File: src/rtl/core/fsp_pkg.sv
// Package: payload types, character codes, length codes and helpers of the format spec parser.
package fsp_pkg;

	typedef struct packed {
		logic [7:0] ch;
		logic       begin_req;
	} item_t;

	typedef struct packed {
		logic [4:0]  flag_bits;
		logic [15:0] field_width;
		logic        width_from_arg;
		logic [1:0]  precision_kind;
		logic [15:0] precision_value;
		logic [3:0]  length_code;
		logic [7:0]  conversion;
		logic        spec_valid;
		logic [7:0]  spec_chars;
	} result_t;

	localparam logic [7:0] CH_SPACE = 8'h20;
	localparam logic [7:0] CH_MINUS = 8'h2D;
	localparam logic [7:0] CH_PLUS  = 8'h2B;
	localparam logic [7:0] CH_HASH  = 8'h23;
	localparam logic [7:0] CH_ZERO  = 8'h30;
	localparam logic [7:0] CH_NINE  = 8'h39;
	localparam logic [7:0] CH_STAR  = 8'h2A;
	localparam logic [7:0] CH_DOT   = 8'h2E;
	localparam logic [7:0] CH_H     = 8'h68;
	localparam logic [7:0] CH_L     = 8'h6C;
	localparam logic [7:0] CH_J     = 8'h6A;
	localparam logic [7:0] CH_Z     = 8'h7A;
	localparam logic [7:0] CH_T     = 8'h74;
	localparam logic [7:0] CH_BIG_L = 8'h4C;

	localparam logic [4:0] FL_BLANK = 5'b00001;
	localparam logic [4:0] FL_LEFT  = 5'b00010;
	localparam logic [4:0] FL_SIGN  = 5'b00100;
	localparam logic [4:0] FL_ALT   = 5'b01000;
	localparam logic [4:0] FL_PAD   = 5'b10000;

	localparam logic [1:0] PREC_NONE  = 2'd0;
	localparam logic [1:0] PREC_EMPTY = 2'd1;
	localparam logic [1:0] PREC_STAR  = 2'd2;
	localparam logic [1:0] PREC_VALUE = 2'd3;

	localparam logic [3:0] LEN_NONE = 4'd0;
	localparam logic [3:0] LEN_HH   = 4'd1;
	localparam logic [3:0] LEN_H    = 4'd2;
	localparam logic [3:0] LEN_L    = 4'd3;
	localparam logic [3:0] LEN_LL   = 4'd4;
	localparam logic [3:0] LEN_J    = 4'd5;
	localparam logic [3:0] LEN_Z    = 4'd6;
	localparam logic [3:0] LEN_T    = 4'd7;
	localparam logic [3:0] LEN_BIG_L = 4'd8;

	localparam logic [7:0] COUNT_MAX = 8'hFF;

	function automatic logic is_digit(input logic [7:0] c);
		return (c >= CH_ZERO) && (c <= CH_NINE);
	endfunction

	// acc * 10 + digit, saturating at 16 bits
	function automatic logic [15:0] acc10(input logic [15:0] acc, input logic [7:0] c);
		logic [19:0] v;
		v = ({4'b0, acc} << 3) + ({4'b0, acc} << 1) + {16'b0, c[3:0]};
		return (v > 20'hFFFF) ? 16'hFFFF : v[15:0];
	endfunction

	function automatic logic conv_ok(input logic [7:0] c);
		logic ok;
		unique case (c) inside
			8'h64, 8'h69, 8'h75, 8'h6F, 8'h78, 8'h58,
			8'h66, 8'h46, 8'h65, 8'h45, 8'h67, 8'h47,
			8'h61, 8'h41, 8'h63, 8'h73, 8'h70, 8'h6E,
			8'h25: ok = 1'b1;
			default: ok = 1'b0;
		endcase
		return ok;
	endfunction

endpackage

File: src/rtl/core/format_spec_parser_unit.sv
// Top level of the printf format spec parser: input register, parse core, result register.
//
// Feed the characters after a percent sign one beat at a time, with begin_req set on the
// first; one descriptor beat comes out when the conversion letter (or a bad one) arrives.
// One character is taken every cycle, except that a beat ending a spec waits while the
// result register holds a stalled descriptor. A descriptor passes the input register and
// then the result register. The character rate is set by the parse state loop in the
// core: flag, width, precision and length decoding plus one times-ten add per character.
// While a descriptor waits on a stalled output, characters that produce no descriptor keep flowing through.
module format_spec_parser_unit (
	input  logic             clk,
	input  logic             arst_n,
	input  logic             item_valid,
	output logic             item_stall,
	input  fsp_pkg::item_t   item,
	output logic             res_valid,
	input  logic             res_stall,
	output fsp_pkg::result_t res
);

	logic             valid_s1;
	fsp_pkg::item_t   item_s1;
	logic             emit;
	logic             advance;
	fsp_pkg::result_t result;
	logic             res_valid_q;
	fsp_pkg::result_t res_q;

	assign advance    = valid_s1 && (!emit || !res_valid_q || !res_stall);
	assign item_stall = valid_s1 && !advance;

	always_ff @(posedge clk or negedge arst_n) begin
		if (!arst_n) begin
			valid_s1 <= 1'b0;
		end else if (!item_stall) begin
			valid_s1 <= item_valid;
		end
	end

	always_ff @(posedge clk) begin
		if (!item_stall && item_valid)
			item_s1 <= item;
	end

	fsp_core u_core (
		.clk    (clk),
		.arst_n (arst_n),
		.fire   (advance),
		.item   (item_s1),
		.emit   (emit),
		.result (result)
	);

	always_ff @(posedge clk or negedge arst_n) begin
		if (!arst_n) begin
			res_valid_q <= 1'b0;
		end else if (advance && emit) begin
			res_valid_q <= 1'b1;
		end else if (!res_stall) begin
			res_valid_q <= 1'b0;
		end
	end

	always_ff @(posedge clk) begin
		if (advance && emit)
			res_q <= result;
	end

	assign res_valid = res_valid_q;
	assign res       = res_q;

endmodule

File: src/rtl/core/fsp_core.sv
// Parse state registers and the per-character transition logic.
module fsp_core (
	input  logic             clk,
	input  logic             arst_n,
	input  logic             fire,
	input  fsp_pkg::item_t   item,
	output logic             emit,
	output fsp_pkg::result_t result
);

	typedef enum logic [7:0] {
		PH_IDLE    = 8'b0000_0001,
		PH_FLAGS   = 8'b0000_0010,
		PH_WDIGITS = 8'b0000_0100,
		PH_PLC     = 8'b0000_1000,
		PH_DOT     = 8'b0001_0000,
		PH_PDIGITS = 8'b0010_0000,
		PH_LPEND   = 8'b0100_0000,
		PH_CONV    = 8'b1000_0000
	} phase_t;

	typedef struct packed {
		phase_t      phase;
		logic [4:0]  flags;
		logic [15:0] width_acc;
		logic        width_star;
		logic [1:0]  prec_kind;
		logic [15:0] prec_acc;
		logic [3:0]  len_code;
		logic [7:0]  count;
	} state_t;

	state_t cur_q;
	state_t nxt;

	always_comb begin
		logic [7:0]  c;
		logic        do_plc;
		logic        do_loc;
		logic        do_emit;
		logic        consume;
		logic        ok;
		logic [4:0]  bit_sel;
		logic [15:0] acc;
		c       = item.ch;
		nxt     = cur_q;
		do_plc  = 1'b0;
		do_loc  = 1'b0;
		do_emit = 1'b0;
		consume = 1'b0;
		ok      = 1'b0;
		bit_sel = '0;
		acc     = '0;
		result  = '0;
		if (item.begin_req) begin
			nxt.phase      = PH_FLAGS;
			nxt.flags      = '0;
			nxt.width_acc  = '0;
			nxt.width_star = 1'b0;
			nxt.prec_kind  = fsp_pkg::PREC_NONE;
			nxt.prec_acc   = '0;
			nxt.len_code   = fsp_pkg::LEN_NONE;
			nxt.count      = 8'd1;
		end
		unique case (nxt.phase)
			PH_IDLE: begin
			end
			PH_FLAGS: begin
				unique case (c)
					fsp_pkg::CH_SPACE: bit_sel = fsp_pkg::FL_BLANK;
					fsp_pkg::CH_MINUS: bit_sel = fsp_pkg::FL_LEFT;
					fsp_pkg::CH_PLUS:  bit_sel = fsp_pkg::FL_SIGN;
					fsp_pkg::CH_HASH:  bit_sel = fsp_pkg::FL_ALT;
					fsp_pkg::CH_ZERO:  bit_sel = fsp_pkg::FL_PAD;
					default:           bit_sel = '0;
				endcase
				if (bit_sel != '0) begin
					nxt.flags = nxt.flags | bit_sel;
					consume   = 1'b1;
				end else if (c == fsp_pkg::CH_STAR) begin
					nxt.width_star = 1'b1;
					nxt.phase      = PH_PLC;
					consume        = 1'b1;
				end else if (fsp_pkg::is_digit(c)) begin
					nxt.width_acc = fsp_pkg::acc10(nxt.width_acc, c);
					nxt.phase     = PH_WDIGITS;
					consume       = 1'b1;
				end else begin
					do_plc = 1'b1;
				end
			end
			PH_WDIGITS: begin
				if (fsp_pkg::is_digit(c)) begin
					nxt.width_acc = fsp_pkg::acc10(nxt.width_acc, c);
					consume       = 1'b1;
				end else begin
					do_plc = 1'b1;
				end
			end
			PH_PLC: do_plc = 1'b1;
			PH_DOT, PH_PDIGITS: begin
				if (nxt.phase == PH_DOT && c == fsp_pkg::CH_STAR) begin
					nxt.prec_kind = fsp_pkg::PREC_STAR;
					nxt.phase     = PH_PLC;
					consume       = 1'b1;
				end else if (fsp_pkg::is_digit(c)) begin
					acc           = fsp_pkg::acc10(nxt.prec_acc, c);
					nxt.prec_acc  = acc;
					nxt.prec_kind = (acc != '0) ? fsp_pkg::PREC_VALUE : fsp_pkg::PREC_EMPTY;
					nxt.phase     = PH_PDIGITS;
					consume       = 1'b1;
				end else begin
					if (nxt.phase == PH_DOT)
						nxt.prec_kind = fsp_pkg::PREC_EMPTY;
					do_loc = 1'b1;
				end
			end
			PH_LPEND: begin
				if (nxt.len_code == fsp_pkg::LEN_H && c == fsp_pkg::CH_H) begin
					nxt.len_code = fsp_pkg::LEN_HH;
					nxt.phase    = PH_CONV;
					consume      = 1'b1;
				end else if (nxt.len_code == fsp_pkg::LEN_L && c == fsp_pkg::CH_L) begin
					nxt.len_code = fsp_pkg::LEN_LL;
					nxt.phase    = PH_CONV;
					consume      = 1'b1;
				end else begin
					do_emit = 1'b1;
				end
			end
			PH_CONV: do_emit = 1'b1;
			default: begin
			end
		endcase
		if (do_plc) begin
			if (c == fsp_pkg::CH_DOT && nxt.prec_kind == fsp_pkg::PREC_NONE) begin
				nxt.phase = PH_DOT;
				consume   = 1'b1;
			end else begin
				do_loc = 1'b1;
			end
		end
		if (do_loc) begin
			unique case (c) inside
				fsp_pkg::CH_J, fsp_pkg::CH_Z, fsp_pkg::CH_T, fsp_pkg::CH_BIG_L: begin
					unique case (c)
						fsp_pkg::CH_J: nxt.len_code = fsp_pkg::LEN_J;
						fsp_pkg::CH_Z: nxt.len_code = fsp_pkg::LEN_Z;
						fsp_pkg::CH_T: nxt.len_code = fsp_pkg::LEN_T;
						default:       nxt.len_code = fsp_pkg::LEN_BIG_L;
					endcase
					nxt.phase = PH_CONV;
					consume   = 1'b1;
				end
				fsp_pkg::CH_H, fsp_pkg::CH_L: begin
					nxt.len_code = (c == fsp_pkg::CH_H) ? fsp_pkg::LEN_H : fsp_pkg::LEN_L;
					nxt.phase    = PH_LPEND;
					consume      = 1'b1;
				end
				default: do_emit = 1'b1;
			endcase
		end
		if (do_emit) begin
			ok        = fsp_pkg::conv_ok(c);
			consume   = ok;
			nxt.phase = PH_IDLE;
		end
		if (consume && nxt.count != fsp_pkg::COUNT_MAX)
			nxt.count = nxt.count + 8'd1;
		emit                   = do_emit;
		result.flag_bits       = nxt.flags;
		result.field_width     = nxt.width_acc;
		result.width_from_arg  = nxt.width_star;
		result.precision_kind  = nxt.prec_kind;
		result.precision_value = (nxt.prec_kind == fsp_pkg::PREC_VALUE) ? nxt.prec_acc : '0;
		result.length_code     = nxt.len_code;
		result.conversion      = ok ? c : '0;
		result.spec_valid      = ok;
		result.spec_chars      = nxt.count;
	end

	always_ff @(posedge clk or negedge arst_n) begin
		if (!arst_n) begin
			cur_q.phase      <= PH_IDLE;
			cur_q.flags      <= '0;
			cur_q.width_acc  <= '0;
			cur_q.width_star <= 1'b0;
			cur_q.prec_kind  <= fsp_pkg::PREC_NONE;
			cur_q.prec_acc   <= '0;
			cur_q.len_code   <= fsp_pkg::LEN_NONE;
			cur_q.count      <= '0;
		end else if (fire) begin
			cur_q <= nxt;
		end
	end

endmodule

File: config.mk
export PLATFORM = sky130hd
export DESIGN_NAME = format_spec_parser_unit
export DESIGN_NICKNAME = d
export VERILOG_FILES = /design/src/rtl/core/fsp_pkg.sv /design/src/rtl/core/format_spec_parser_unit.sv /design/src/rtl/core/fsp_core.sv
export SDC_FILE = /design/constraint.sdc
export NUM_CORES = 1
export LEC_CHECK = 0
export BUFFER_PORTS_ARGS = -buffer_cell sky130_fd_sc_hd__buf_2
export CORE_ASPECT_RATIO = 1.5
export CORE_MARGIN = 4
export CORE_UTILIZATION = 45
export DETAILED_ROUTE_END_ITERATION = 6
export PLACE_DENSITY = 0.61
export SYNTH_ARGS = -nofsm -noshare
export SYNTH_HDL_FRONTEND = slang
export SYNTH_SLANG_ARGS = --single-unit
export TNS_END_PERCENT = 30
File: constraint.sdc
create_clock -name clk -period 6.52 [get_ports clk]
set_input_delay 0.652 -clock clk [delete_from_list [all_inputs] [get_ports clk]]
set_output_delay 0.652 -clock clk [all_outputs]
set_load 0.01 [all_outputs]
# --- Word-level counts from Yosys, hierarchy flattened ---
# Cells that the tools add are included.
totals:
  reg_bits: 132
  input_bits: 13
  output_inout_bits: 63
  wordCells: 170
op_classes:
  add_sub_neg: 5
  order_cmp: 4
  n_eq_ne: 44
  muxes: 70
  n_bitwise: 1
  n_reduce_logical: 25
ops:
  columns: ["operator", "n"]
  rows:
  - ["equality test 8 x 7 -> 1 bit (second input constant)", 25]
  - ["2-to-1 mux 16 bit", 6]
  - ["2-to-1 mux 8 bit", 12]
  - ["equality test 8 x 6 -> 1 bit (second input constant)", 9]
  - ["2-to-1 mux 60 bit", 1]
  - ["adder 19 x 17 -> 20 bit", 2]
  - ["adder 20 x 4 -> 20 bit", 2]
  - ["> comparator 20 x 16 -> 1 bit (second input constant)", 2]
  - ["one-hot mux 16 bit (2 select lines)", 1]
  - ["2-to-1 mux 1 bit", 29]
  - ["one-hot mux 5 bit (5 select lines)", 1]
  - ["one-hot mux 8 bit (3 select lines)", 1]
  - ["OR reduction 19 bit", 1]
  - ["2-to-1 mux 18 bit", 1]
  - ["2-to-1 mux 17 bit", 1]
  - ["2-to-1 mux 4 bit", 4]
  - ["one-hot mux 8 bit (2 select lines)", 1]
  - ["nonzero test 16 bit", 1]
  - ["2-to-1 mux 5 bit", 3]
  - ["one-hot mux 4 bit (3 select lines)", 1]
  - ["logical AND 1 bit", 10]
  - ["adder 8 x 1 -> 8 bit (second input constant)", 1]
  - ["equality test 4 x 2 -> 1 bit (second input constant)", 2]
  - ["equality test 8 x 2 -> 1 bit (second input constant)", 1]
  - ["22 further kinds", 31]

# --- Longest topological paths before layout ---
logic_depth:
  ltp_word: 23
  depth_mapped: 18
  depth_no_buf: 14

# --- By module ---
# A second synthesis with hierarchy kept.
hier_totals:
  hier_cells: 911
  hier_area_um2: 8822.2
by_module_without_submodules:
  columns: ["module", "instances", "cells_per_inst", "area_each_um2", "seq_area_each_um2"]
  rows:
  - ["fsp_core", 1, 829, 6615.1, 1502.7]
  - ["format_spec_parser_unit", 1, 82, 2207.1, 2152.1]

# --- Least setup slack after synthesis ---
# Ideal clock, no wire load.
synth_path:
  kind: "register to register"
  start: "register item_s1[0] (netlist bit)"
  end: "register res_q, in the netlist res[0] (enable)"
  setup_time_ns: 0.482
  arrival_ns: 4.914
  t_required_ns: 6.038
  setup_slack_ns: 1.124
  stages_incl_launch_ff: 9
  n_path_buf: 2
  period_less_slack_ns: 5.396
  cell_sequence: "edfxtp_1 > or4_4 > or4_1 > buf_2 > nand4_1 > nor3_1 > o31a_1 > clkbuf_1 > nor2_1"
synth_via:
  elab_chain_len: 20
  elab_cells_between_ends: 41
  classes_between: "add/sub (2); order compare (1); eq/ne (9); mux (17); reduce/logical (12)"
synth_lines:
  columns: ["item", "line", "text"]
  rows:
  - ["from (decl)", "format_spec_parser_unit.sv:22", "fsp_pkg::item_t item_s1;"]
  - ["from (signal assigned)", "format_spec_parser_unit.sv:42", "item_s1 <= item;"]
  - ["2-to-1 mux 60 bit (*)", "fsp_core.sv:55", "if (item.begin_req) begin"]
  - ["adder 19 x 17 -> 20 bit", "fsp_pkg.sv:66", "v = ({4'b0, acc} << 3) + ({4'b0, acc} << 1) + {16'b0, c[3:0]};"]
  - ["adder 20 x 4 -> 20 bit", "fsp_pkg.sv:66", null]
  - ["> comparator 20 x 16 -> 1 bit", "fsp_pkg.sv:67", "return (v > 20'hFFFF) ? 16'hFFFF : v[15:0];"]
  - ["2-to-1 mux 16 bit", "fsp_pkg.sv:67", null]
  - ["nonzero test 16 bit", "fsp_core.sv:109", "nxt.prec_kind = (acc != '0) ? fsp_pkg::PREC_VALUE : fsp_pkg::PREC_EMPTY;"]
  - ["2-to-1 mux 2 bit", "fsp_core.sv:109", null]
  - ["2-to-1 mux 2 bit", "fsp_core.sv:106", "end else if (fsp_pkg::is_digit(c)) begin"]
  - ["[3 not listed]", null, null]
  - ["logical AND 1 bit", "fsp_core.sv:136", "if (c == fsp_pkg::CH_DOT && nxt.prec_kind == fsp_pkg::PREC_NONE) begin"]
  - ["2-to-1 mux 1 bit", "fsp_core.sv:136", null]
  - ["2-to-1 mux 1 bit", "fsp_core.sv:135", "if (do_plc) begin"]
  - ["2-to-1 mux 1 bit (*)", "fsp_core.sv:143", "if (do_loc) begin"]
  - ["logical NOT 1 bit", "format_spec_parser_unit.sv:29", "assign advance = valid_s1 && (!emit || !res_valid_q || !res_stall);"]
  - ["logical OR 1 bit (2 in series)", "format_spec_parser_unit.sv:29", null]
  - ["logical AND 1 bit", "format_spec_parser_unit.sv:29", null]
  - ["logical AND 1 bit (*)", "format_spec_parser_unit.sv:65", "if (advance && emit)"]
  - ["to (signal assigned)", "format_spec_parser_unit.sv:66", "res_q <= result;"]
  - ["to (decl)", "format_spec_parser_unit.sv:27", "fsp_pkg::result_t res_q;"]
# Mark *: on every way between the ends. The rest lies on a longest branch, timed or not.
# A chain may end at the register's enable or synchronous reset.

# --- Worst setup path after layout ---
layout_path:
  start: "register item_s1[0] (netlist bit)"
  end: "register res_q, in the netlist res[30], data pin"
layout_via:
  elab_chain_len: 11
  elab_cells_between_ends: 18
  classes_between: "add/sub (2); order compare (1); eq/ne (3); mux (9); reduce/logical (3)"
layout_lines:
  columns: ["item", "line", "text"]
  rows:
  - ["2-to-1 mux 60 bit (*)", "fsp_core.sv:55", null]
  - ["adder 19 x 17 -> 20 bit", "fsp_pkg.sv:66", null]
  - ["adder 20 x 4 -> 20 bit", "fsp_pkg.sv:66", null]
  - ["> comparator 20 x 16 -> 1 bit", "fsp_pkg.sv:67", null]
  - ["2-to-1 mux 16 bit", "fsp_pkg.sv:67", null]
  - ["nonzero test 16 bit", "fsp_core.sv:109", null]
  - ["2-to-1 mux 2 bit", "fsp_core.sv:109", null]
  - ["2-to-1 mux 2 bit", "fsp_core.sv:106", null]
  - ["2-to-1 mux 2 bit", "fsp_core.sv:102", "if (nxt.phase == PH_DOT && c == fsp_pkg::CH_STAR) begin"]
  - ["2-to-1 mux 18 bit (*)", "fsp_core.sv:65", "unique case (nxt.phase)"]
  - ["equality test 2 bit", "fsp_core.sv:175", "result.precision_value = (nxt.prec_kind == fsp_pkg::PREC_VALUE) ? nxt.prec_acc : '0;"]
# Marked as above.

==> results.toml <==
[status]
status = "complete, no violations"

[global_route]
grt_pass1_wl_um = 35500
overflow = 0
grt_max_degree = 63
grt_pass1_vias = 7073
grt_use_total = 0.209
antenna_found_initial = 0

[clock_tree]
cts_setup_buffers = 0
numCtsBuffers = 17
cts-root-buf = "clkbuf_16"
holdBufCountCts = 0
ctsResizeCount = 0
path_clk_slew_ps = 60
cts_htree_levels = 4
clockBufferDepth = 2
clk_latency_ps = 420
clkSinkCount = 132
cts_tree = "done"

[power_and_ir_drop]
seq_power_share = 0.405
p_clk_frac = 0.365
netSwitchingPower_w = 0.000824
vdd_ir_drop_max_uv = 150
internal_power_w = 0.00187
power_w = 0.00269
p_sw_frac = 0.306
p_per_area_mw_per_mm2 = 276
p_leak_nw = 4.31
combPwrFrac = 0.229

[sta]
worst_pin_slew_ps = 1080
setup_viol = 0
slew_viol_final = 0
max_freq_mhz = 201
fin_skew_ps = 14.4
tns_ps = 0
rsz0062_at_grt = "false"
min_period_ps = 4970
fin_crit_sh = 0.763
hold_viol = 0
max_slew_margin = 0.271

[hold_path]
hold_depth = 1
hp-class = "in -> reg"
worstHoldStart = "item[7]"
min_to = "item_s1[7]"

[synthesis]
netlist_area_mm2 = 0.00857
avgSynthCellArea_um2 = 9.38
yosys_register_bits = 132
yosysUniqueCellTypes = 82
synth_ff_type = "edfxtp_1"
seq_area_frac_synth = 0.426
async_flop_share = 0.470
synth-edff-count = 70
syn-num-nets = 993
ys.warnings.count = 0
syn_inst = 914

[layout]
drive_above_1_share = 0.145
area_growth_pct = 13.9
nNetsFinal = 1054
antenna-diode-count = 0

[routing]
ant_nets = 0
firstDrtPassIters = 7
route.detailed.drc = 0
wl_um = 21700
drt_iter0_drc = 589
num_vias = 7057
via_per_inst = 5.69
wl_per_cell_um = 17.5

[worst_setup_path]
endpoint_kind = "register"
crit_type = "reg -> reg"
crit-reg2reg-capture = "res[30]"
reg2reg_depth = 13
startpoint_type = "register"
path_max_fanout = 16
required_ps = 6660
reg2reg_slack_ps = 1550
r2r-start = "item_s1[0]"
crit_arrival_ps = 5110

[floorplan]
start_util = 0.460
die_area_mm2 = 0.0214
num_io_pins = 76
dieHeight_um = 177
die_x_um = 121
num_rows = 61
core_mm2 = 0.0186

[flow_run]
drv_cap = 0

[placed_design]
io_buffers = 75
gp_congestion = 0.936
hpwlAfterDp_um = 15300
-- how the worst max path moves through the flow --
stage / from / endpoint / slack, ps / depth (start not counted)
after floorplan: item_s1[0] / res[0] / 1120 / 8
after global placement: item_s1[0] / res[21] / 1720 / 14
after detailed placement: item_s1[0] / res[30] / 1600 / 13
after CTS: item_s1[0] / res[30] / 1560 / 13
after global routing: item_s1[0] / res[33] / 1170 / 14
final: item_s1[0] / res[30] / 1550 / 13
-- state kept, by name, summed over array words and instances, names as in the netlist --
name / cells
item_s1: 9
res: 61
res_valid: 1
u_core.cur_q: 60
valid_s1: 1
-- worst max-delay path, cell delays in order (launching register included) --
cell and delay (ps):
edfxtp_1 630, nor2b_1 340, ha_1 290, ha_1 240, fa_1 440, a211oi_1 330
nor2_1 150, a211oi_1 400, xnor2_1 150, or4_1 500, nor4_2 150, a41oi_1 190
o211ai_2 760, nor2_1 130
-- synth_stat cells, types with 3 or more instances --
| library cell | count | area share |
|---|---|---|
| nand2_1 | 101 | 0.044 |
| edfxtp_1 | 70 | 0.25 |
| xnor2_1 | 20 | 0.020 |
| or4_1 | 4 | 0.0035 |
| or2_2 | 4 | 0.0029 |
| nand3_1 | 14 | 0.0082 |
| ha_1 | 63 | 0.092 |
| nor2_1 | 119 | 0.052 |
| fa_1 | 3 | 0.0070 |
| o21a_1 | 13 | 0.011 |
| mux2i_1 | 4 | 0.0047 |
| nor2b_1 | 40 | 0.029 |
| dfrtp_1 | 61 | 0.18 |
| nand4_1 | 11 | 0.0080 |
| and3_1 | 9 | 0.0066 |
| a21o_1 | 14 | 0.012 |
| nor3b_2 | 3 | 0.0044 |
| a211oi_1 | 13 | 0.011 |
| nor3_1 | 12 | 0.0070 |
| clkbuf_1 | 30 | 0.013 |
| a22o_1 | 3 | 0.0031 |
| xor2_1 | 13 | 0.013 |
| o21ai_0 | 55 | 0.032 |
| a21oi_1 | 42 | 0.025 |
| o22a_1 | 9 | 0.0092 |
| inv_1 | 21 | 0.0092 |
| o22ai_1 | 27 | 0.020 |
| buf_4 | 4 | 0.0035 |
| a31oi_1 | 10 | 0.0073 |
| and2_1 | 7 | 0.0051 |
| o21ai_1 | 9 | 0.0053 |
| nand2b_1 | 11 | 0.0080 |
| nor4_1 | 10 | 0.0073 |
| buf_2 | 10 | 0.0058 |
| o2bb2ai_1 | 4 | 0.0041 |
| mux2_1 | 3 | 0.0039 |
| a2111oi_0 | 3 | 0.0031 |
-- layout make-up --
type | instances | area [um2]
Fill cell | 1781 | 8860
Multi-Input combinational cell | 714 | 4630
Timing Repair Buffer | 88 | 473
Clock buffer | 20 | 468
Sequential cell | 132 | 3650
Clock inverter | 12 | 143
Inverter | 22 | 82.6
Tap cell | 252 | 315
-- cells by family (layout without fill, tap and decap cells) --
kind of cell	after synthesis	after routing	synth area share
buffers and inverters	68	142	0.0347
xor gates and xnor gates	33	33	0.0337
DFF	132	132	0.426
muxes	9	9	0.0112
AOI/OAI and AO/OA	240	240	0.187
and+or+nand+nor	365	365	0.208
other	1	1	0.000437
adders and majority gates	66	66	0.0990
-- metal layers --
metal / GRT usage / vias to the layer above / wire (um)
met5: 0 / - / 0
li1: - / 3462 / -
met1: 0.254 / 3381 / 9510
met4: 0.0704 / 0 / 459
met2: 0.374 / 184 / 10900
met3: 0.0368 / 30 / 817
-- layout by cell type, fill, tap and decap left out, types with 7 or more instances in the layout --
cell	instances
nor2_1	118
nand2_1	101
buf_2	75
edfxtp_1	70
ha_1	63
dfrtp_1	61
o21ai_0	55
a21oi_1	42
nor2b_1	40
o22ai_1	27
inv_1	21
xnor2_1	20
clkbuf_16	18
a21o_1	14
nand3_1	14
o21a_1	13
a211oi_1	13
xor2_1	13
buf_4	13
nor3_1	12
nand2b_1	11
nand4_1	11
a31oi_1	10
nor4_1	10
and3_1	9
o22a_1	9
o21ai_1	9
and2_1	7
-- metrics by stage --
step	hold WS [ps]	util	worst slack [ps]	area, um2	std cells
finish	418	0.524	1550	9760	1240
global placement	441	0.491	1720	9150	1208
CTS	408	0.524	1560	9760	1240
floorplan	356	-	1120	8570	914
global route	409	0.524	1170	9760	1240
detailed placement	448	0.491	1600	9150	1208
-- power groups by stage --
stage          registers [W]  logic [W]  clock network, W
3_5_place_dp         0.00111   0.000620                 0
2_1_floorplan        0.00111   0.000435                 0
5_1_grt              0.00111   0.000703           0.00104
4_1_cts              0.00109   0.000625           0.00100
3_3_place_gp         0.00110   0.000613                 0
6_report             0.00109   0.000618          0.000984
Power figures use the tool's default switching activity.
